`config.mk`:
```
export PLATFORM = sky130hd
export DESIGN_NAME = lsq_ctrl
export DESIGN_NICKNAME = d
export VERILOG_FILES = /design/src/hw/rtl/lsq_pkg.sv /design/src/hw/rtl/lsq_ctrl.sv
export SDC_FILE = /design/constraint.sdc
export NUM_CORES = 1
export LEC_CHECK = 0
export BUFFER_PORTS_ARGS = -buffer_cell sky130_fd_sc_hd__buf_4
export CAP_MARGIN = 10
export CORE_AREA = 3 3 196 198
export CTS_CLUSTER_SIZE = 16
export DETAILED_ROUTE_END_ITERATION = 12
export DIE_AREA = 0 0 199 201
export PLACE_DENSITY = 0.66
export SYNTH_ARGS = -nofsm -noshare
export SYNTH_HDL_FRONTEND = slang
export SYNTH_SLANG_ARGS = --single-unit
```
`constraint.sdc`:
```
create_clock -name clk -period 8.05 [get_ports clk]
set_clock_uncertainty 0.05 [all_clocks]
set_input_delay 0.4025 -clock clk [delete_from_list [all_inputs] [get_ports clk]]
set_output_delay 0.4025 -clock clk [all_outputs]
set_load 0.005 [all_outputs]
```
`src/hw/rtl/lsq_pkg.sv`:
```
package lsq_pkg;

  localparam int WORD_W        = 32;
  localparam int OP_W          = 3;
  localparam int IDX_W         = 6;
  localparam int DEFAULT_DEPTH = 64;
  localparam int MAX_DEPTH     = 1024;
  localparam int POS_W         = $clog2(MAX_DEPTH);

  // op, value, index packed from bit 0 up, padded to bytes
  localparam int IN_W = ((OP_W + WORD_W + IDX_W + 7) / 8) * 8;

  // result fields except entry_count: top, min, max, query value, empty, hit, error
  localparam int RES_FIXED_W = 4 * WORD_W + 3;

  typedef logic signed [WORD_W-1:0] word_t;

  typedef enum logic [OP_W-1:0] {
    OP_PUSH,
    OP_POP,
    OP_CLEAR,
    OP_DUP,
    OP_REVERSE,
    OP_PEEK,
    OP_CONTAINS
  } op_t;

  typedef enum logic [2:0] {
    CMD_HOLD,
    CMD_PUSH,
    CMD_POP,
    CMD_CLEAR,
    CMD_ROTATE,
    CMD_SEED_SCAN,
    CMD_SEED_ALL,
    CMD_STEP
  } cell_cmd_t;

  typedef enum logic [1:0] {
    ST_IDLE,
    ST_ROT,
    ST_FIX,
    ST_SCAN
  } state_t;

  // broadcast to every cell
  typedef struct packed {
    cell_cmd_t        cmd;
    logic [POS_W-1:0] pos;
    word_t            din;
  } cell_ctl_t;

  // what a cell shows its neighbors
  typedef struct packed {
    logic  v;
    word_t e;
    word_t mn;
    word_t mx;
    word_t sc;
  } cell_link_t;

endpackage

```
`src/hw/rtl/lsq_ctrl.sv`:
```
module lsq_ctrl #(
  parameter  int STACK_DEPTH = lsq_pkg::DEFAULT_DEPTH,
  localparam int CNT_W       = $clog2(STACK_DEPTH + 1),
  localparam int OUT_W       = ((lsq_pkg::RES_FIXED_W + CNT_W + 7) / 8) * 8
) (
  input  logic                     clk,
  input  logic                     rst,
  input  logic                     s_tvalid,
  output logic                     s_tready,
  input  logic [lsq_pkg::IN_W-1:0] s_tdata,
  output logic                     m_tvalid,
  input  logic                     m_tready,
  output logic [OUT_W-1:0]         m_tdata,
  input  lsq_pkg::cell_link_t      c0,
  output lsq_pkg::cell_ctl_t       ctl,
  output lsq_pkg::cell_link_t      feed
);
  import lsq_pkg::*;

  localparam int CMP_W = CNT_W + IDX_W;

  state_t             state, state_next;
  logic [CNT_W-1:0]   count, count_next;
  logic [CNT_W-1:0]   ptr, ptr_next;
  logic               rep_valid, rep_valid_next;
  word_t              qval, qval_next;
  logic               qhit, qhit_next;
  logic               err, err_next;
  op_t                op_q;
  word_t              val_q;
  logic [IDX_W-1:0]   idx_q;

  op_t                in_op;
  word_t              in_val;
  logic [IDX_W-1:0]   in_idx;
  logic               accept;
  logic               out_free;
  logic               full;
  logic               empty;
  logic               done;
  word_t              feed_e;
  word_t              top_o, mn_o, mx_o;
  logic [OUT_W-1:0]   rep;

  assign in_op  = op_t'(s_tdata[OP_W-1:0]);
  assign in_val = word_t'(s_tdata[OP_W +: WORD_W]);
  assign in_idx = s_tdata[OP_W + WORD_W +: IDX_W];

  assign out_free = !m_tvalid || m_tready;
  assign s_tready = (state == ST_IDLE) && (!rep_valid || out_free);
  assign accept   = s_tvalid && s_tready;
  assign full     = (count == CNT_W'(STACK_DEPTH));
  assign empty    = (count == '0);

  // new top word for push and duplicate, with its min/max over the rest
  assign feed = '{
    v:  1'b1,
    e:  feed_e,
    mn: (c0.v && (c0.mn < feed_e)) ? c0.mn : feed_e,
    mx: (c0.v && (c0.mx > feed_e)) ? c0.mx : feed_e,
    sc: '0
  };

  always_comb begin
    state_next = state;
    count_next = count;
    ptr_next   = ptr;
    qval_next  = qval;
    qhit_next  = qhit;
    err_next   = err;
    done       = 1'b0;
    feed_e     = in_val;
    ctl        = '{cmd: CMD_HOLD, pos: '0, din: c0.e};
    case (state)
      ST_IDLE: begin
        if (accept) begin
          qval_next = '0;
          qhit_next = 1'b0;
          err_next  = 1'b0;
          case (in_op)
            OP_PUSH: begin
              done = 1'b1;
              if (full) begin
                err_next = 1'b1;
              end else begin
                ctl.cmd    = CMD_PUSH;
                count_next = count + CNT_W'(1);
              end
            end
            OP_POP: begin
              done = 1'b1;
              if (empty) begin
                err_next = 1'b1;
              end else begin
                ctl.cmd    = CMD_POP;
                count_next = count - CNT_W'(1);
              end
            end
            OP_CLEAR: begin
              done       = 1'b1;
              ctl.cmd    = CMD_CLEAR;
              count_next = '0;
            end
            OP_DUP: begin
              done   = 1'b1;
              feed_e = c0.e;
              if (empty || full) begin
                err_next = 1'b1;
              end else begin
                ctl.cmd    = CMD_PUSH;
                count_next = count + CNT_W'(1);
              end
            end
            OP_REVERSE: begin
              if (count > CNT_W'(1)) begin
                ctl.cmd    = CMD_ROTATE;
                ctl.pos    = POS_W'(count - CNT_W'(1));
                ptr_next   = count - CNT_W'(2);
                state_next = ST_ROT;
              end else begin
                done = 1'b1;
              end
            end
            OP_PEEK: begin
              if (CMP_W'(in_idx) < CMP_W'(count)) begin
                ctl.cmd    = CMD_SEED_SCAN;
                ptr_next   = '0;
                state_next = ST_SCAN;
              end else begin
                qval_next = '1;
                done      = 1'b1;
              end
            end
            OP_CONTAINS: begin
              if (empty) begin
                done = 1'b1;
              end else begin
                ctl.cmd    = CMD_SEED_SCAN;
                ptr_next   = '0;
                state_next = ST_SCAN;
              end
            end
            default: begin
              done = 1'b1;
            end
          endcase
        end
      end
      ST_ROT: begin
        // slot 0 needs no move, so the last step reseeds min/max instead
        if (ptr != '0) begin
          ctl.cmd  = CMD_ROTATE;
          ctl.pos  = POS_W'(ptr);
          ptr_next = ptr - CNT_W'(1);
        end else begin
          ctl.cmd    = CMD_SEED_ALL;
          ptr_next   = CNT_W'(1);
          state_next = ST_FIX;
        end
      end
      ST_FIX: begin
        ctl.cmd = CMD_STEP;
        if (ptr == count - CNT_W'(1)) begin
          done       = 1'b1;
          state_next = ST_IDLE;
        end else begin
          ptr_next = ptr + CNT_W'(1);
        end
      end
      ST_SCAN: begin
        // c0.sc holds the word ptr places below the top
        if (op_q == OP_PEEK) begin
          if (CMP_W'(ptr) == CMP_W'(idx_q)) begin
            qval_next  = c0.sc;
            qhit_next  = 1'b1;
            done       = 1'b1;
            state_next = ST_IDLE;
          end else begin
            ctl.cmd  = CMD_STEP;
            ptr_next = ptr + CNT_W'(1);
          end
        end else begin
          if (c0.sc == val_q) begin
            qhit_next  = 1'b1;
            done       = 1'b1;
            state_next = ST_IDLE;
          end else if (ptr == count - CNT_W'(1)) begin
            done       = 1'b1;
            state_next = ST_IDLE;
          end else begin
            ctl.cmd  = CMD_STEP;
            ptr_next = ptr + CNT_W'(1);
          end
        end
      end
      default: begin
        state_next = ST_IDLE;
      end
    endcase
    rep_valid_next = done || (rep_valid && !out_free);
  end

  assign top_o = c0.v ? c0.e  : '0;
  assign mn_o  = c0.v ? c0.mn : '0;
  assign mx_o  = c0.v ? c0.mx : '0;
  assign rep   = OUT_W'({err, qhit, qval, mx_o, mn_o, empty, count, top_o});

  always_ff @(posedge clk) begin
    if (rst) begin
      state     <= ST_IDLE;
      count     <= '0;
      ptr       <= '0;
      rep_valid <= 1'b0;
      m_tvalid  <= 1'b0;
    end else begin
      state     <= state_next;
      count     <= count_next;
      ptr       <= ptr_next;
      rep_valid <= rep_valid_next;
      if (rep_valid && out_free) begin
        m_tvalid <= 1'b1;
      end else if (m_tready) begin
        m_tvalid <= 1'b0;
      end
    end
  end

  always_ff @(posedge clk) begin
    qval <= qval_next;
    qhit <= qhit_next;
    err  <= err_next;
    if (accept) begin
      op_q  <= in_op;
      val_q <= in_val;
      idx_q <= in_idx;
    end
    if (rep_valid && out_free) begin
      m_tdata <= rep;
    end
  end

  a_count_bound: assert property (@(posedge clk) disable iff (rst)
    count <= CNT_W'(STACK_DEPTH))
    else $error("entry count above stack depth");

  a_top_valid: assert property (@(posedge clk) disable iff (rst)
    c0.v == (count != '0))
    else $error("top cell valid flag disagrees with count");

  a_rep_idle: assert property (@(posedge clk) disable iff (rst)
    rep_valid |-> state == ST_IDLE)
    else $error("result pending while an op is still running");

  a_push_top: assert property (@(posedge clk) disable iff (rst)
    accept && (in_op == OP_PUSH) && !full |=> c0.e == $past(in_val))
    else $error("pushed word not on top");

  a_scan_ptr: assert property (@(posedge clk) disable iff (rst)
    state == ST_SCAN |-> ptr < count)
    else $error("scan ran past the held entries");

endmodule

```
## After elaboration in Yosys (flattened, before gate mapping)

Index checks and enable logic that the tools add are counted.

| cells by class | value |
|---|---|
| mux-type cells | 74 |
| add/sub/neg operators | 6 |
| $lt $le $gt $ge | 4 |
| reductions and logical operators | 26 |
| eq/ne operators | 29 |

Operators with widths:

| cell | number |
|---|---|
| two-way mux 32 bit | 10 |
| two-way mux 7 bit | 13 |
| one-hot mux 32 bit (2 select lines) | 1 |
| one-hot mux 7 bit (4 select lines) | 2 |
| == test 32 bit | 1 |
| greater-than comparator 32 bit | 1 |
| less-than comparator 32 bit | 1 |
| two-way mux 13 bit | 2 |
| two-way mux 2 bit | 11 |
| != test 3 bit (second input constant) | 7 |
| one-hot mux 3 bit (7 select lines) | 1 |
| one-hot mux 7 bit (3 select lines) | 1 |
| one-hot mux 10 bit (2 select lines) | 1 |
| two-way mux 1 bit | 18 |
| two-way mux 3 bit | 6 |
| adder 7 x 1 -> 7 bit (second input constant) | 2 |
| != test 2 bit (second input constant) | 7 |
| AND reduction 7 bit | 2 |
| subtractor 7 x 1 -> 7 bit (second input constant) | 2 |
| == test 3 bit (second input constant) | 4 |
| one-hot mux 3 bit (4 select lines) | 1 |
| two-way mux 10 bit | 1 |
| one-hot mux 1 bit (3 select lines) | 3 |
| one-hot mux 2 bit (4 select lines) | 1 |
| other kinds (26) | 40 |

| word-level totals | value |
|---|---|
| output and inout bits | 320 |
| logic and storage cells | 152 |
| register bits | 231 |
| input port bits | 181 |

## Longest topological paths before layout

| logic depth | value |
|---|---|
| word-level depth | 10 |
| mapped depth | 16 |
| depth with buffers taken out | 12 |

## Least setup slack after synthesis

No wires, ideal clock.

| path | value |
|---|---|
| kind | register to register |
| start | register m_tvalid |
| end | register m_tdata[0], enable pin |
| stages on the path, launching flop included | 3 |
| data arrival time | 6539 ps |
| slack | 808 ps |
| period minus slack after synthesis | 7242 ps |
| library setup time | 652 ps |
| path through | dfxtp_1 nor2b_1 nor2b_1 |

| on the way | value |
|---|---|
| cells in the longest elaborated chain, start to end | 3 |

Ends and longest elaborated chain:

| element | RTL line | text |
|---|---|---|
| from (decl) | lsq_ctrl.sv:11 | `output logic m_tvalid,` |
| from (signal assigned) | lsq_ctrl.sv:214 | `m_tvalid <= 1'b0;` |
| from (signal assigned) | lsq_ctrl.sv:221 | `m_tvalid <= 1'b1;` |
| from (signal assigned) | lsq_ctrl.sv:223 | `m_tvalid <= 1'b0;` |
| logical NOT 1 bit | lsq_ctrl.sv:49 | `assign out_free = !m_tvalid \|\| m_tready;` |
| logical OR 1 bit | lsq_ctrl.sv:49 |  |
| logical AND 1 bit | lsq_ctrl.sv:237 | `if (rep_valid && out_free) begin` |
| to (signal assigned) | lsq_ctrl.sv:238 | `m_tdata <= rep;` |
| to (decl) | lsq_ctrl.sv:13 | `output logic [OUT_W-1:0] m_tdata,` |

No other way between the ends.
A chain may end at the register's enable or synchronous reset.

==> results.json <==
{
  "multiInputGateArea_um2": 5850,
  "synth_top_family_by_area": "simple AND/OR/NAND/NOR gates",
  "cts-root-buf": "clkbuf_16",
  "leakagePower_nw": 7.97,
  "drt_iter0_drc": 745,
  "nFillCells": 3290,
  "period_needed_ns": 6.24,
  "grt_overflow": 0,
  "crit_type": "reg2out",
  "yosysMostFrequentCell": "edfxtp_1",
  "num_rows": 70,
  "worst_pin_slew_ns": 1.17,
  "ys_seq_elements": 231,
  "irDropWorstVdd_mv": 0.151,
  "final_util": 0.495,
  "crit_required_ns": 7.60,
  "ys_seq_area_frac": 0.503,
  "ant_nets": 0,
  "wl_um": 48700,
  "htreeDepth": 1,
  "synth_ff_type": "edfxtp_1",
  "antenna_found_initial": 5,
  "syn_inst": 1123,
  "synth_top_area_cell": "edfxtp_1",
  "numCtsBuffers": 28,
  "tns_ns": 0,
  "io_pins": 501,
  "synthSimpleGateAreaFrac": 0.118,
  "syn2layout_area_growth_pct": 35.2,
  "synth_edf_count": 213,
  "synth_area_leaders": "edfxtp_1, ha_1, mux2_2, and2_1, buf_4",
  "setup_viol_count_final": 0,
  "drc": 0,
  "ys_types": 78,
  "avgViaCountPerCell": 5.19,
  "die_x_um": 199,
  "synth_fa_ha_area_frac": 0.0718,
  "cts.sinks": 231,
  "grt_setup_unrepaired": "no",
  "seq_area_um2": 6760,
  "synthArstFlopShare": 0,
  "drive_above_1_share": 0.390,
  "synth-warning-count": 0,
  "yosys.area_share.xor_xnor": 0.0352,
  "cp_max_fo": 32,
  "port_buffers": 451,
  "core_um2": 36700,
  "die_h_um": 201,
  "cts_max_path_buffers": 3,
  "start_util": 0.366,
  "finalHoldViolCount": 0,
  "arrival_ns": 5.78,
  "dp_hpwl_um": 38000,
  "powerDensity_nw_per_um2": 197,
  "grt_usage": 0.232,
  "wire_per_inst_um": 23.7,
  "grt_pass1_wl_um": 69500,
  "finalPower_mw": 3.58,
  "synth_compound_area_frac": 0.108,
  "place.gp.congestion": 0.903,
  "first_global_vias": 10743,
  "die_area_um2": 40000,
  "end_kind": "output pin",
  "outcome": "complete, no violations",
  "first_pass_iters": 7,
  "fin_crit_sh": 0.775,
  "startpoint_type": "flop",
  "timing.slew.headroom": 0.220,
  "grt_start_max_net_pins": 97,
  "synth_top_area_frac": 0.476,
  "clock_latency_ns": 0.57,
  "cts_tree": "yes",
  "fmax_ghz": 0.160,
  "vias": 10672,
  "synthTopCellsByCount": "edfxtp_1, and2_1, ha_1",
  "slew_viol_final": 0,
  "hold_path_class": "in2reg",
  "clk_pin_slew_worst_paths_ns": 0.06,
  "maxCapViolCount": 0,
  "ctsResizeCount": 0,
  "synthMuxAreaShare": 0.0898,
  "synth.avg_cell_area_um2": 12.0,
  "fin_nets": 1820,
  "synthesis.area_um2": 13400
}
metal layers:
layer / vias to the layer above / GRT usage / share of wire
met2: 487 / 0.392 / 0.49
met3: 66 / 0.0389 / 0.068
met1: 5209 / 0.309 / 0.42
met4: 0 / 0.0648 / 0.027
li1: 4910 / - / -
met5: - / 0 / 0
state kept, by name, summed over array words and instances, names as in the netlist:
register and flops:
rep_valid 1, qhit 1, m_tvalid 1, state 2, err 1, idx_q 6
qval 32, val_q 32, count 7, op_q 3, ptr 7, m_tdata 138
layout make-up:
type	instances	share of cell area
diodes	4	0.000551
clock inverters	20	0.0128
clock buffers	31	0.0392
well taps	468	0.0323
multi-input cells	752	0.322
flip-flops and latches	231	0.372
repair buffers	494	0.209
inverters	55	0.0114
cells by family after synthesis:
logic type               after synthesis
AO/OA/AOI/OAI                        204
XOR/XNOR                              54
adder cells (fa/ha/maj)               77
buffers and inverters                180
flip-flops                           231
multiplexers                          97
other                                  2
AND/OR/NAND/NOR                      278
power breakdown:
| group | leakage [nW] | switching [mW] | internal, mW |
|---|---|---|---|
| logic | 5.32 | 0.416 | 0.392 |
| registers | 2.20 | 0.0493 | 1.43 |
| clock network | 0.456 | 0.529 | 0.768 |
| total | 7.97 | 0.994 | 2.59 |
worst max-delay path, stage by stage (launching register included):
cell	delay (ns)
dfxtp_1	0.46
nor2_1	0.30
and3_2	0.66
buf_4	0.35
mux2_2	0.41
inv_1	0.09
ha_1	0.24
a21o_1	0.19
a21o_1	0.17
a211oi_1	0.47
a2111oi_2	0.18
o31ai_1	0.38
nand3_4	0.60
mux2_4	0.53
buf_4	0.14
layout by cell type (no fill, tap or decap), types with 28 or more instances in the layout:
master           n
buf_4          458
clkbuf_16       28
and2_1          98
a21o_1          42
dlygate4sd3_1   36
ha_1            77
a21oi_1         37
inv_1           52
edfxtp_1       213
xnor2_1         46
nor2_1          34
nand2_1         40
conb_1          42
mux2_4          31
mux2_2          64
through the flow:
step           setup slack, ns  cells  hold slack, ns  instance area [um2]
4_1_cts                   1.75   2051         0.00491                18100
2_1_floorplan            0.808   1163           0.350                13600
6_report                  1.81   2055          0.0364                18100
5_1_grt                   1.59   2054          0.0154                18100
3_3_place_gp              2.38   1964           0.353                16800
3_5_place_dp              2.30   1964           0.356                16800
worst paths after layout:
kind,startpoint,slack [ns],cells after the start,end
hold reg to reg,qval[27],0.37,0,m_tdata[131]
setup / recovery,state[1],1.81,14,feed[90]
hold / removal,s_tdata[34],0.04,1,val_q[31]
setup reg to reg,count[3],4.56,9,ptr[0]
timing repair:
action / CTS / global route
hold endpoints to repair: 36 / 0
hold buffers: 36 / 0
buffers inserted: 0 / 0
Power figures use the tool's default switching activity.
