## config.mk

```make
export PLATFORM = sky130hd
export DESIGN_NAME = lsq_cell
export DESIGN_NICKNAME = d
export VERILOG_FILES = /design/src/hw/rtl/lsq_pkg.sv /design/src/hw/rtl/lsq_cell.sv
export SDC_FILE = /design/constraint.sdc
export NUM_CORES = 1
export LEC_CHECK = 0
export BUFFER_PORTS_ARGS = -buffer_cell sky130_fd_sc_hd__buf_4
export CAP_MARGIN = 20
export CORE_AREA = 4 4 168 170
export DETAILED_ROUTE_END_ITERATION = 6
export DIE_AREA = 0 0 172 174
export PLACE_DENSITY = 0.54
export SYNTH_ARGS = -nofsm -noshare
export SYNTH_HDL_FRONTEND = slang
export SYNTH_SLANG_ARGS = --single-unit
```

## constraint.sdc

```tcl
create_clock -name clk -period 9.38 [get_ports clk]
set_clock_uncertainty 0.05 [all_clocks]
set_input_delay 2.345 -clock clk [delete_from_list [all_inputs] [get_ports clk]]
set_output_delay 2.345 -clock clk [all_outputs]
set_load 0.05 [all_outputs]
```

## src/hw/rtl/lsq_pkg.sv

```systemverilog
package lsq_pkg;

  localparam int WORD_W        = 32;
  localparam int OP_W          = 3;
  localparam int IDX_W         = 6;
  localparam int DEFAULT_DEPTH = 64;
  localparam int MAX_DEPTH     = 1024;
  localparam int POS_W         = $clog2(MAX_DEPTH);

  // op, value, index packed from bit 0 up, padded to bytes
  localparam int IN_W = ((OP_W + WORD_W + IDX_W + 7) / 8) * 8;

  // result fields except entry_count: top, min, max, query value, empty, hit, error
  localparam int RES_FIXED_W = 4 * WORD_W + 3;

  typedef logic signed [WORD_W-1:0] word_t;

  typedef enum logic [OP_W-1:0] {
    OP_PUSH,
    OP_POP,
    OP_CLEAR,
    OP_DUP,
    OP_REVERSE,
    OP_PEEK,
    OP_CONTAINS
  } op_t;

  typedef enum logic [2:0] {
    CMD_HOLD,
    CMD_PUSH,
    CMD_POP,
    CMD_CLEAR,
    CMD_ROTATE,
    CMD_SEED_SCAN,
    CMD_SEED_ALL,
    CMD_STEP
  } cell_cmd_t;

  typedef enum logic [1:0] {
    ST_IDLE,
    ST_ROT,
    ST_FIX,
    ST_SCAN
  } state_t;

  // broadcast to every cell
  typedef struct packed {
    cell_cmd_t        cmd;
    logic [POS_W-1:0] pos;
    word_t            din;
  } cell_ctl_t;

  // what a cell shows its neighbors
  typedef struct packed {
    logic  v;
    word_t e;
    word_t mn;
    word_t mx;
    word_t sc;
  } cell_link_t;

endpackage

```

## src/hw/rtl/lsq_cell.sv

```systemverilog
module lsq_cell #(
  parameter int POS = 0
) (
  input  logic                clk,
  input  logic                rst,
  input  lsq_pkg::cell_ctl_t  ctl,
  input  lsq_pkg::cell_link_t up,
  input  lsq_pkg::cell_link_t dn,
  output lsq_pkg::cell_link_t cur
);
  import lsq_pkg::*;

  localparam logic [POS_W-1:0] MY_POS = POS_W'(POS);

  logic  v, v_next;
  word_t e, e_next;
  word_t mn, mn_next;
  word_t mx, mx_next;
  word_t sc, sc_next;

  always_comb begin
    v_next  = v;
    e_next  = e;
    mn_next = mn;
    mx_next = mx;
    sc_next = sc;
    case (ctl.cmd)
      CMD_PUSH: begin
        v_next  = up.v;
        e_next  = up.e;
        mn_next = up.mn;
        mx_next = up.mx;
      end
      CMD_POP: begin
        v_next  = dn.v;
        e_next  = dn.e;
        mn_next = dn.mn;
        mx_next = dn.mx;
      end
      CMD_CLEAR: begin
        v_next = 1'b0;
      end
      CMD_ROTATE: begin
        // top word drops into slot pos, everything above it moves up one
        if (MY_POS < ctl.pos) begin
          e_next = dn.e;
        end else if (MY_POS == ctl.pos) begin
          e_next = ctl.din;
        end
      end
      CMD_SEED_SCAN: begin
        sc_next = e;
      end
      CMD_SEED_ALL: begin
        sc_next = e;
        mn_next = e;
        mx_next = e;
      end
      CMD_STEP: begin
        // scan word moves toward the top, min/max fold in from below
        sc_next = dn.sc;
        if (dn.v) begin
          if (dn.mn < mn) mn_next = dn.mn;
          if (dn.mx > mx) mx_next = dn.mx;
        end
      end
      default: begin
      end
    endcase
  end

  always_ff @(posedge clk) begin
    if (rst) begin
      v <= 1'b0;
    end else begin
      v <= v_next;
    end
  end

  always_ff @(posedge clk) begin
    e  <= e_next;
    mn <= mn_next;
    mx <= mx_next;
    sc <= sc_next;
  end

  assign cur = '{v: v, e: e, mn: mn, mx: mx, sc: sc};

endmodule

```

== Word-level counts from Yosys, hierarchy flattened ==
Cells that the tools add are included.

* Flip-flop bits (word level): 129
* Input port bits: 305
* Output and inout port bits: 129
* Logic and storage cells: 39

* Order comparisons: 3
* Equality and inequality tests: 11
* Multiplexer cells: 11
* Reductions and logical operators: 9

{| class="wikitable"
|+ Operators by type and width
! cell !! count
|-
| case mux 32 bit (4 select lines) || 2
|-
| two-way mux 32 bit || 6
|-
| case mux 32 bit (3 select lines) || 1
|-
| case mux 32 bit (2 select lines) || 1
|-
| > comparator 32 bit || 1
|-
| less-than comparator 32 bit || 1
|-
| == test 3 bit, second input constant || 4
|-
| logical NOT 10 bit || 1
|-
| less-than comparator 1 x 10 -> 1 bit, first input constant || 1
|-
| == test 3 x 2 -> 1 bit, second input constant || 2
|-
| inequality test 2 bit, second input constant || 3
|-
| AND reduction 3 bit || 2
|-
| nonzero test 3 bit || 2
|-
| nonzero test 4 bit || 1
|-
| == test 3 x 1 -> 1 bit, second input constant || 1
|-
| inequality test 3 bit, second input constant || 1
|-
| case mux 1 bit (3 select lines) || 1
|-
| AND reduction 2 bit || 1
|-
| nonzero test 2 bit || 1
|-
| OR reduction 2 bit || 1
|}

== Longest topological paths before layout ==
Gate-level depths: netlist of run 1.

* Word-level depth: 4
* Depth in mapped cells: 8
* Mapped depth without buffers: 8

== Worst setup path before layout of run 1 ==
Ideal clock, no wire load.

* Path kind: input-to-reg
* Start point: input port dn[65] in the netlist's numbering
* End point: register mn[0] (enable)
* Setup time: 0.480 ns
* Data arrival time: 6.101 ns
* Data required time: 8.850 ns
* Setup slack: 2.749 ns
* Stages: 6
* Path buffers: 0
* Cells stage by stage: ha_1 -> a2111oi_4 -> o311ai_1 -> a2111oi_2 -> o32ai_1 -> a311oi_1

* Cells in the longest elaborated chain, start to end: 3

{| class="wikitable"
|+ Ends and longest elaborated chain
! element !! RTL line !! text
|-
| start, declared || lsq_cell.sv:8 || <nowiki>input lsq_pkg::cell_link_t dn,</nowiki>
|-
| less-than comparator 32 bit || lsq_cell.sv:63 || <nowiki>if (dn.mn < mn) mn_next = dn.mn;</nowiki>
|-
| inequality test 2 bit (no line) || - ||
|-
| AND reduction 3 bit (no line) || - ||
|-
| end signal, assigned || lsq_cell.sv:82 || <nowiki>mn <= mn_next;</nowiki>
|-
| end, declared || lsq_cell.sv:17 || <nowiki>word_t mn, mn_next;</nowiki>
|}

Every way passes these cells.
A chain may end at the register's enable or synchronous reset.

== Worst setup path after layout of run 1 ==
* Start point: input port dn[65] in the netlist's numbering
* End point: register mn[1] (enable)

The elaborated chain is that of the path after synthesis.

==> results of run 1 <==
[metrics by stage]
stage	util [%]	std cells	power (mW)	worst slack, ps
after floorplan	-	615	1.19	2750
after global placement	40.6	1333	1.46	3750
after detailed placement	40.6	1333	1.46	3700
after CTS	42.9	1365	2.19	4150
after global routing	43.0	1367	2.27	4040
final	43.0	1367	2.17	4230
[per-layer routing]
metal	up-vias	wire [um]	track usage (%)
li1	3208	-	-
met1	3251	12700	24.6
met2	273	14200	31.4
met3	37	1890	4.41
met4	0	776	5.63
met5	-	0	0
[flip-flops by register name (all words and copies together), names as in the netlist]
| register | flops |
|---|---|
| mn | 32 |
| mx | 32 |
| v | 1 |
| sc | 32 |
| e | 32 |
[path summary, 6_finish.rpt]
kind	start	endpoint	slack, ps	cells after the start
worst max-delay path	dn[65]	mn[1]$_DFFE_PP_	4230	8
worst min-delay path	v$_SDFFE_PP0P_	v$_SDFFE_PP0P_	460	2
worst max register to register	mn[31]$_DFFE_PP_	mn[1]$_DFFE_PP_	5870	9
worst min register to register	v$_SDFFE_PP0P_	v$_SDFFE_PP0P_	460	2
[critical path, stage by stage]
cell and delay (ps):
buf_4 110, ha_1 320, a2111oi_4 310, o311ai_1 200, a2111oi_2 450, o32ai_1 190
a311oi_4 800, buf_4 440
[synth_stat cells, drive strengths merged]
cell / instances
edfxtp: 128
inv: 96
a221o: 66
ha: 63
and2: 34
a222oi: 32
mux2: 32
a21oi: 27
clkbuf: 18
nand2: 18
nor2: 16
buf: 15
nand4: 13
nand3: 11
nand2b: 6
o21ai: 6
a21o: 5
nor4: 4
a2111oi: 3
nor2b: 3
nor3: 3
o311ai: 2
a211o: 1
a21bo: 1
a21boi: 1
a221oi: 1
a22oi: 1
a311oi: 1
a31oi: 1
and3: 1
dfxtp: 1
o211ai: 1
o21a: 1
o32ai: 1
or3b: 1
xnor2: 1
[layout make-up]
type                       count  area [sq um]
clock buffer                  18           429
tap                          341           427
fill                        2624         15200
multi-input combinational    357          3130
sequential                   129          3860
timing repair buffer         411          3090
clock inverter                14           189
inverter                      96           360
antenna                        1          2.50
[logic make-up (layout without fill, tap and decap cells)]
family                   Yosys count  in the layout
buffers and inverters            129            539
AO/OA/AOI/OAI                    151            151
other                              0              1
flip-flops                       129            129
AND/OR/NAND/NOR                  110            110
XOR/XNOR                           1              1
multiplexers                      32             32
adder cells (fa/ha/maj)           63             63
[power breakdown]
part	switching, mW	total [mW]	internal [mW]
clock	0.277	0.721	0.444
sequential	0.0393	0.765	0.726
combinational	0.424	0.682	0.258
==> impl_metrics.env, run 1 <==
export IMPL_antenna_found_initial=1
export IMPL_fmax_mhz=194
export IMPL_clk_pin_slew_ps=60
export IMPL_syn_nets=983
export IMPL_layout_nets=1380
export IMPL_viasPerCell=4.95
export IMPL_cts_htree_levels=4
export IMPL_clk_latency_ps=420
export IMPL_path_class="primary input to register"
export IMPL_synth_fa_ha_area_share_pct=10.6
export IMPL_end_kind="register"
export IMPL_synth_xor_area_share_pct=0.117
export IMPL_syn_to_final_growth_pct=54.2
export IMPL_die_area_sq_um=29900
export IMPL_hpwlAfterDp_um=23300
export IMPL_finalCriticalPeriod_ps=5150
export IMPL_avgRoutedWirePerCell_um=21.6
export IMPL_maxSlewHeadroom_pct=31.9
export IMPL_yosysWarningCount=0
export IMPL_rsz0062_at_grt="false"
export IMPL_cts_setup_buffers=0
export IMPL_grt_pass1_wl_um=42700
export IMPL_tns_ps=0
export IMPL_power_density_nw_per_um2=189
export IMPL_final_common_cell="buf_4"
export IMPL_yosys_cell_types_count=42
export IMPL_period_share_pct=54.9
export IMPL_root_buffer="clkbuf_16"
export IMPL_outcome="completed"
export IMPL_ys_ff_latch=129
export IMPL_gp_congestion=0.816
export IMPL_post_cts_resized=0
export IMPL_drv_slew=0
export IMPL_syn_area_per_cell_sq_um=12.1
export IMPL_layout_drive_gt1_share_pct=47.3
export IMPL_muxShareOfSynthArea_pct=4.83
export IMPL_cts_tree="yes"
export IMPL_top_level_ports=434
export IMPL_cap_violations=0
export IMPL_worst_setup_path_start_kind="primary input"
export IMPL_grt_max_degree=66
export IMPL_hp_class="register to register"
export IMPL_hold_viol=0
export IMPL_cts_buffers=17
export IMPL_port_buffers=401
export IMPL_tightest_slew_ps=1020
export IMPL_arrival_ps=5190
export IMPL_overflow=0
export IMPL_synthSimpleGateAreaFrac_pct=7.99
export IMPL_power_leakage_nw=5.24
export IMPL_fin_area_sq_um=11500
export IMPL_post_route_drc_count=0
export IMPL_holdWs_ps=461
export IMPL_clock_path_buffers=2
export IMPL_rows=60
export IMPL_hold_buffers=0
export IMPL_synth_seq_area_share_pct=51.8
export IMPL_die_h_um=174
export IMPL_synth_compound_area_share_pct=17.9
export IMPL_coreArea_sq_um=26700
export IMPL_syn_inst=615
export IMPL_die_width_um=172
export IMPL_final_cell_mix="buf_4, edfxtp_1, inv_1"
export IMPL_grt_pass1_vias=7124
export IMPL_setup_violations=0
export IMPL_yosys_area_top_type="edfxtp_1"
export IMPL_antenna_left=0
export IMPL_cts_sinks=129
export IMPL_gr_usage_all_layers_pct=19.0
export IMPL_first_pass_iters=6
export IMPL_start_util_pct=27.9
export IMPL_yosysTopAreaCellShare_pct=51.5
export IMPL_synth_top_family_by_area="compound AO/OA/AOI/OAI gates"
export IMPL_totalWireLength_um=29600
export IMPL_ir_worst_vdd_mv=0.106
export IMPL_synthTopCellsByArea="edfxtp_1, ha_1, a221o_1, inv_1, mux2_2"
export IMPL_syn_area_sq_um=7460
export IMPL_drt_iter0_drc=420
export IMPL_routed_via_count=6769
export IMPL_worst_endpoint_required_ps=9420
export IMPL_path_max_fanout=19
export IMPL_placed_area_sq_um=10900
(Power assumes the default switching activity.)
==> run 2, diff against run 1 <==
--- a/config.mk
+++ b/config.mk
@@ -7,9 +7,9 @@
 export LEC_CHECK = 0
 export BUFFER_PORTS_ARGS = -buffer_cell sky130_fd_sc_hd__buf_4
 export CAP_MARGIN = 20
-export CORE_AREA = 4 4 168 170
+export CORE_AREA = 4 4 169 171
 export DETAILED_ROUTE_END_ITERATION = 6
-export DIE_AREA = 0 0 172 174
+export DIE_AREA = 0 0 173 175
 export PLACE_DENSITY = 0.54
 export SYNTH_ARGS = -nofsm -noshare
 export SYNTH_HDL_FRONTEND = slang
==> constraint.sdc (replaced) <==
create_clock -name clk -period 5 [get_ports clk]
set_clock_uncertainty 0.05 [all_clocks]
set_input_delay 1.25 -clock clk [delete_from_list [all_inputs] [get_ports clk]]
set_output_delay 1.25 -clock clk [all_outputs]
set_load 0.05 [all_outputs]
==> run 2 against run 1 <==
  * Cell count about the same
  * Register-to-register slack got worse by 4000 ps
  * Critical path depth rose by 1
  * Largest power group unchanged
  * Highest routed layer is now met5
  * Setup slack got worse by 2900 ps
  * Power grew 81%
  * Flip-flop and latch count unchanged
  * Combinational power grew 89%
==> impl_metrics.env, run 2 (synthesis results as in run 1) <==
export IMPL_setup_violations=0
export IMPL_viasPerCell=4.93
export IMPL_post_place_ws_ps=702
export IMPL_tns_ps=0
export IMPL_critical_path_top_delay_family="simple AND/OR/NAND/NOR gates"
export IMPL_holdPathEnd="v$_SDFFE_PP0P_"
export IMPL_path_class="primary input to register"
export IMPL_diodes=0
export IMPL_gr_usage_all_layers_pct=18.7
export IMPL_path_max_fanout=23
export IMPL_crit_buf_inv=2
export IMPL_die_area_sq_um=30300
export IMPL_hp_class="register to register"
export IMPL_gp_congestion=0.809
export IMPL_totalWireLength_um=29600
export IMPL_r2r_end="mx[31]$_DFFE_PP_"
export IMPL_cts_buffers=17
export IMPL_crit_reg2reg_launch="mx[31]$_DFFE_PP_"
export IMPL_finalCriticalPeriod_ps=3710
export IMPL_worst_hold_path_num_cells=2
export IMPL_clock_path_buffers=2
export IMPL_post_cts_resized=0
export IMPL_clk_pin_slew_ps=60
export IMPL_post_route_drc_count=0
export IMPL_ir_worst_vdd_mv=0.147
export IMPL_crit_slowest_cell="nor4_1"
export IMPL_antenna_found_initial=1
export IMPL_arrival_ps=3820
export IMPL_maxSlewHeadroom_pct=24.1
export IMPL_cap_violations=0
export IMPL_period_share_pct=74.2
export IMPL_power_density_nw_per_um2=343
export IMPL_setup_ws_ps=1290
export IMPL_top_level_ports=434
export IMPL_die_h_um=175
export IMPL_first_pass_iters=6
export IMPL_worstPathCellList="buf_4 > ha_1 > nand4_1 > nor4_1 > a31oi_1 > and2_1 > o311ai_0 > nand3_1 > buf_12"
export IMPL_grt_pass1_wl_um=43100
export IMPL_tightest_slew_ps=1140
export IMPL_layout_nets=1381
export IMPL_fmax_mhz=269
export IMPL_port_buffers=401
export IMPL_cts_htree_levels=4
export IMPL_end_kind="register"
export IMPL_routed_via_count=6730
export IMPL_min_from="v$_SDFFE_PP0P_"
export IMPL_outcome="completed"
export IMPL_antenna_left=0
export IMPL_clk_latency_ps=420
export IMPL_rsz0062_at_grt="false"
export IMPL_layout_drive_gt1_share_pct=47.6
export IMPL_hold_buffers=0
export IMPL_power_mw=3.93
export IMPL_avgRoutedWirePerCell_um=21.7
export IMPL_cts_setup_buffers=0
export IMPL_cts_tree="yes"
export IMPL_drv_slew=0
export IMPL_hold_viol=0
export IMPL_final_cell_mix="buf_4, edfxtp_1, inv_1"
export IMPL_cpPeakStageDelay_ps=560
export IMPL_drt_iter0_drc=424
export IMPL_cts_sinks=129
export IMPL_r2r_cells=9
export IMPL_root_buffer="clkbuf_16"
export IMPL_grt_max_degree=66
export IMPL_worst_endpoint_required_ps=5110
export IMPL_coreArea_sq_um=26900
export IMPL_rows=60
export IMPL_worst_setup_path_start_kind="primary input"
export IMPL_power_leakage_nw=5.22
export IMPL_start_util_pct=27.7
export IMPL_overflow=0
export IMPL_ff2ff_setup_slack_ps=1850
export IMPL_hpwlAfterDp_um=23900
export IMPL_grt_pass1_vias=6967
export IMPL_die_width_um=173
export IMPL_final_common_cell="buf_4"
export IMPL_syn_to_final_growth_pct=53.5
==> run 2: per-layer routing <==
metal | track usage (%) | part of all wire, %
met5 | 0 | 0.044
met4 | 4.86 | 1.6
met3 | 4.44 | 6.0
met2 | 32.4 | 50
met1 | 23.4 | 42
==> run 2: worst max path at each step <==
stage | startpoint | to | slack, ps | cells after the start
2_1_floorplan | dn[65] | mn[0]$_DFFE_PP_ | 560 | 6
3_5_place_dp | dn[63] | mx[26]$_DFFE_PP_ | 700 | 9
4_1_cts | dn[63] | mx[31]$_DFFE_PP_ | 1140 | 9
5_1_grt | dn[63] | mx[31]$_DFFE_PP_ | 1040 | 9
3_3_place_gp | dn[63] | mx[26]$_DFFE_PP_ | 790 | 9
6_report | dn[63] | mx[31]$_DFFE_PP_ | 1290 | 9
==> run 2: report_power, final <==
group	internal (mW)	switching [mW]	total, mW
combinational	0.489	0.796	1.29
sequential	1.36	0.0748	1.44
clock	0.688	0.520	1.21
==> run 2: area by class of cell <==
type                    count  area [sq um]
inverters                  96           360
fillers                  2632         15400
repair buffers            412          3110
flip-flops and latches    129          3860
clock inverters            14           133
multi-input cells         357          3130
clock buffers              17           425
well taps                 341           427
==> run 2: worst min-delay path: cells and delay by family, from the launching register on <==
| family | cells | cell delay, ps |
|---|---|---|
| DFF | 1 | 310 |
| and+or+nand+nor | 2 | 150 |
==> run 2: metrics by stage <==
step / hold WS, ps / cells / instance area [sq um] / util, %
floorplan: 425 / 615 / 7460 / -
global placement: 439 / 1335 / 10900 / 40.5
detailed placement: 450 / 1335 / 10900 / 40.5
CTS: 460 / 1366 / 11400 / 42.6
global route: 480 / 1366 / 11400 / 42.6
finish: 454 / 1366 / 11400 / 42.6
==> run 3, diff against run 2 <==
==> constraint.sdc (replaced) <==
create_clock -name clk -period 3.44 [get_ports clk]
set_clock_uncertainty 0.05 [all_clocks]
set_input_delay 0.86 -clock clk [delete_from_list [all_inputs] [get_ports clk]]
set_output_delay 0.86 -clock clk [all_outputs]
set_load 0.05 [all_outputs]
==> run 3 against run 2 <==
  * Register-to-register slack got worse by 1100 ps
  * Die area unchanged
  * Global-route usage increased by 0.23 points
  * Wire length is 0.30% higher
  * Critical endpoint is now mx[29]$_DFFE_PP_
  * Power rose by 52%
  * Worst hold slack worse by 8.8 ps
  * Via count increased by 0.92%
  * Sequential power rose by 45%
  * Combinational power grew 47%
  * Critical path depth unchanged
  * First-iteration DRC count up 3.5%
==> impl_metrics.env, run 3 (synthesis results as in run 1) <==
export IMPL_post_cts_resized=0
export IMPL_p_int_mw=3.93
export IMPL_hpwlAfterDp_um=23900
export IMPL_worst_hold_path_num_cells=2
export IMPL_rows=60
export IMPL_register_area_sq_um=3860
export IMPL_r2r_cells=9
export IMPL_cts_buffers=17
export IMPL_hold_viol=0
export IMPL_holdPathEnd="v$_SDFFE_PP0P_"
export IMPL_nFillCells=2615
export IMPL_totalWireLength_um=29700
export IMPL_ir_worst_vdd_mv=0.249
export IMPL_maxSlewHeadroom_pct=31.9
export IMPL_power_leakage_nw=5.31
export IMPL_fmax_mhz=353
export IMPL_hold_buffers=0
export IMPL_antenna_left=0
export IMPL_port_buffers=401
export IMPL_tns_ps=0
export IMPL_power_mw=5.97
export IMPL_crit_reg2reg_launch="mx[23]$_DFFE_PP_"
export IMPL_power_density_nw_per_um2=513
export IMPL_clk_latency_ps=420
export IMPL_hp_class="register to register"
export IMPL_ff2ff_setup_slack_ps=760
export IMPL_grt_pass1_wl_um=43400
export IMPL_rsz0062_at_grt="false"
export IMPL_r2r_end="mx[29]$_DFFE_PP_"
export IMPL_p_sw_mw=2.04
export IMPL_clock_path_buffers=2
export IMPL_seqPwrFrac_pct=35.1
export IMPL_multiInputGateArea_sq_um=3160
export IMPL_cts_setup_buffers=0
export IMPL_start_util_pct=27.7
export IMPL_clk_pin_slew_ps=60
export IMPL_sw_frac_of_total_pct=34.1
export IMPL_routed_via_count=6792
export IMPL_drt_iter0_drc=439
export IMPL_pwr_share_comb_pct=31.6
export IMPL_worst_setup_path_start_kind="primary input"
export IMPL_coreArea_sq_um=26900
export IMPL_grt_pass1_vias=7063
export IMPL_gr_usage_all_layers_pct=18.9
export IMPL_top_level_ports=434
export IMPL_outcome="completed"
export IMPL_die_area_sq_um=30300
export IMPL_first_pass_iters=6
export IMPL_min_from="v$_SDFFE_PP0P_"
export IMPL_gp_congestion=0.823
export IMPL_syn_to_final_growth_pct=56.0
export IMPL_cap_violations=0
export IMPL_antenna_found_initial=0
export IMPL_layout_drive_gt1_share_pct=48.3
export IMPL_drv_slew=0
export IMPL_layout_nets=1386
export IMPL_avgRoutedWirePerCell_um=21.7
export IMPL_cts_htree_levels=4
export IMPL_arrival_ps=2900
export IMPL_period_share_pct=82.3
export IMPL_tightest_slew_ps=1020
export IMPL_cts_tree="yes"
export IMPL_p_clk_share_pct=33.3
export IMPL_fin_util_pct=43.3
export IMPL_finalCriticalPeriod_ps=2830
export IMPL_grt_max_degree=65
export IMPL_path_max_fanout=32
export IMPL_die_h_um=175
export IMPL_final_cell_mix="buf_4, edfxtp_1, inv_1"
export IMPL_die_width_um=173
export IMPL_overflow=0
export IMPL_worst_endpoint_required_ps=3510
export IMPL_cts_sinks=129
export IMPL_root_buffer="clkbuf_16"
export IMPL_setup_violations=0
export IMPL_viasPerCell=4.95
export IMPL_path_class="primary input to register"
export IMPL_post_route_drc_count=0
export IMPL_diodes=0
export IMPL_end_kind="register"
export IMPL_final_common_cell="buf_4"
[run 3: cell types whose count changed in the layout (fill, tap and decap cells not counted), moves of 2 or more]
| cell | before | now |
|---|---|---|
| bufinv_16 | 1 | 4 |
| clkinvlp_4 | 3 | 1 |
| buf_12 | 1 | 3 |
| buf_4 | 411 | 413 |
[run 3: power by group through the flow]
stage | clock network (mW) | registers [mW] | logic [mW]
global route | 2.11 | 2.12 | 2.02
CTS | 2.03 | 2.10 | 1.90
detailed placement | 0 | 2.13 | 1.90
floorplan | 0 | 2.70 | 0.548
finish | 1.99 | 2.09 | 1.89
global placement | 0 | 2.12 | 1.89
[run 3: area by class of cell]
type	instances	area share, %
well taps	341	3.67
multi-input cells	357	27.2
clock inverters	14	1.74
inverters	96	3.10
clock buffers	17	3.66
repair buffers	417	27.4
flip-flops and latches	129	33.2
[run 3: through the flow]
step                      cells  instance area, sq um  hold slack (ps)  worst slack, ps
after floorplan             615                  7510              425             35.7
after global placement     1339                 11000              444              142
after detailed placement   1339                 11000              439              139
after CTS                  1370                 11600              448              593
after global routing       1371                 11600              498              450
final                      1371                 11600              446              609
[run 3: routing by layer]
layer  share of wire [%]  wire [um]  track usage, %  up-vias
met1                  43      12700            23.9     3261
met3                 5.2       1550            3.89       31
li1                    -          -               -     3223
met5                   0          0               0        -
met2                  50      15000            32.8      277
met4                 1.8        544            5.45        0
[run 3: worst max-delay path, cell delays in order]
cell     delay (ps)
buf_4           120
ha_1            320
a21oi_1         120
o21ai_0         100
a221o_1         350
a211o_1         320
or3b_1          400
nand3_2          90
buf_12          210
[run 3: worst max path at each step]
stage               startpoint          endpoint  slack, ps  cells after the start
floorplan               dn[66]   mn[0]$_DFFE_PP_         40                      6
global placement        dn[53]  mx[26]$_DFFE_PP_        140                      9
detailed placement      dn[55]  mx[26]$_DFFE_PP_        140                      9
CTS                     dn[55]  mx[29]$_DFFE_PP_        590                      9
global route            dn[55]  mx[28]$_DFFE_PP_        450                      9
finish                  dn[55]  mx[29]$_DFFE_PP_        610                      9
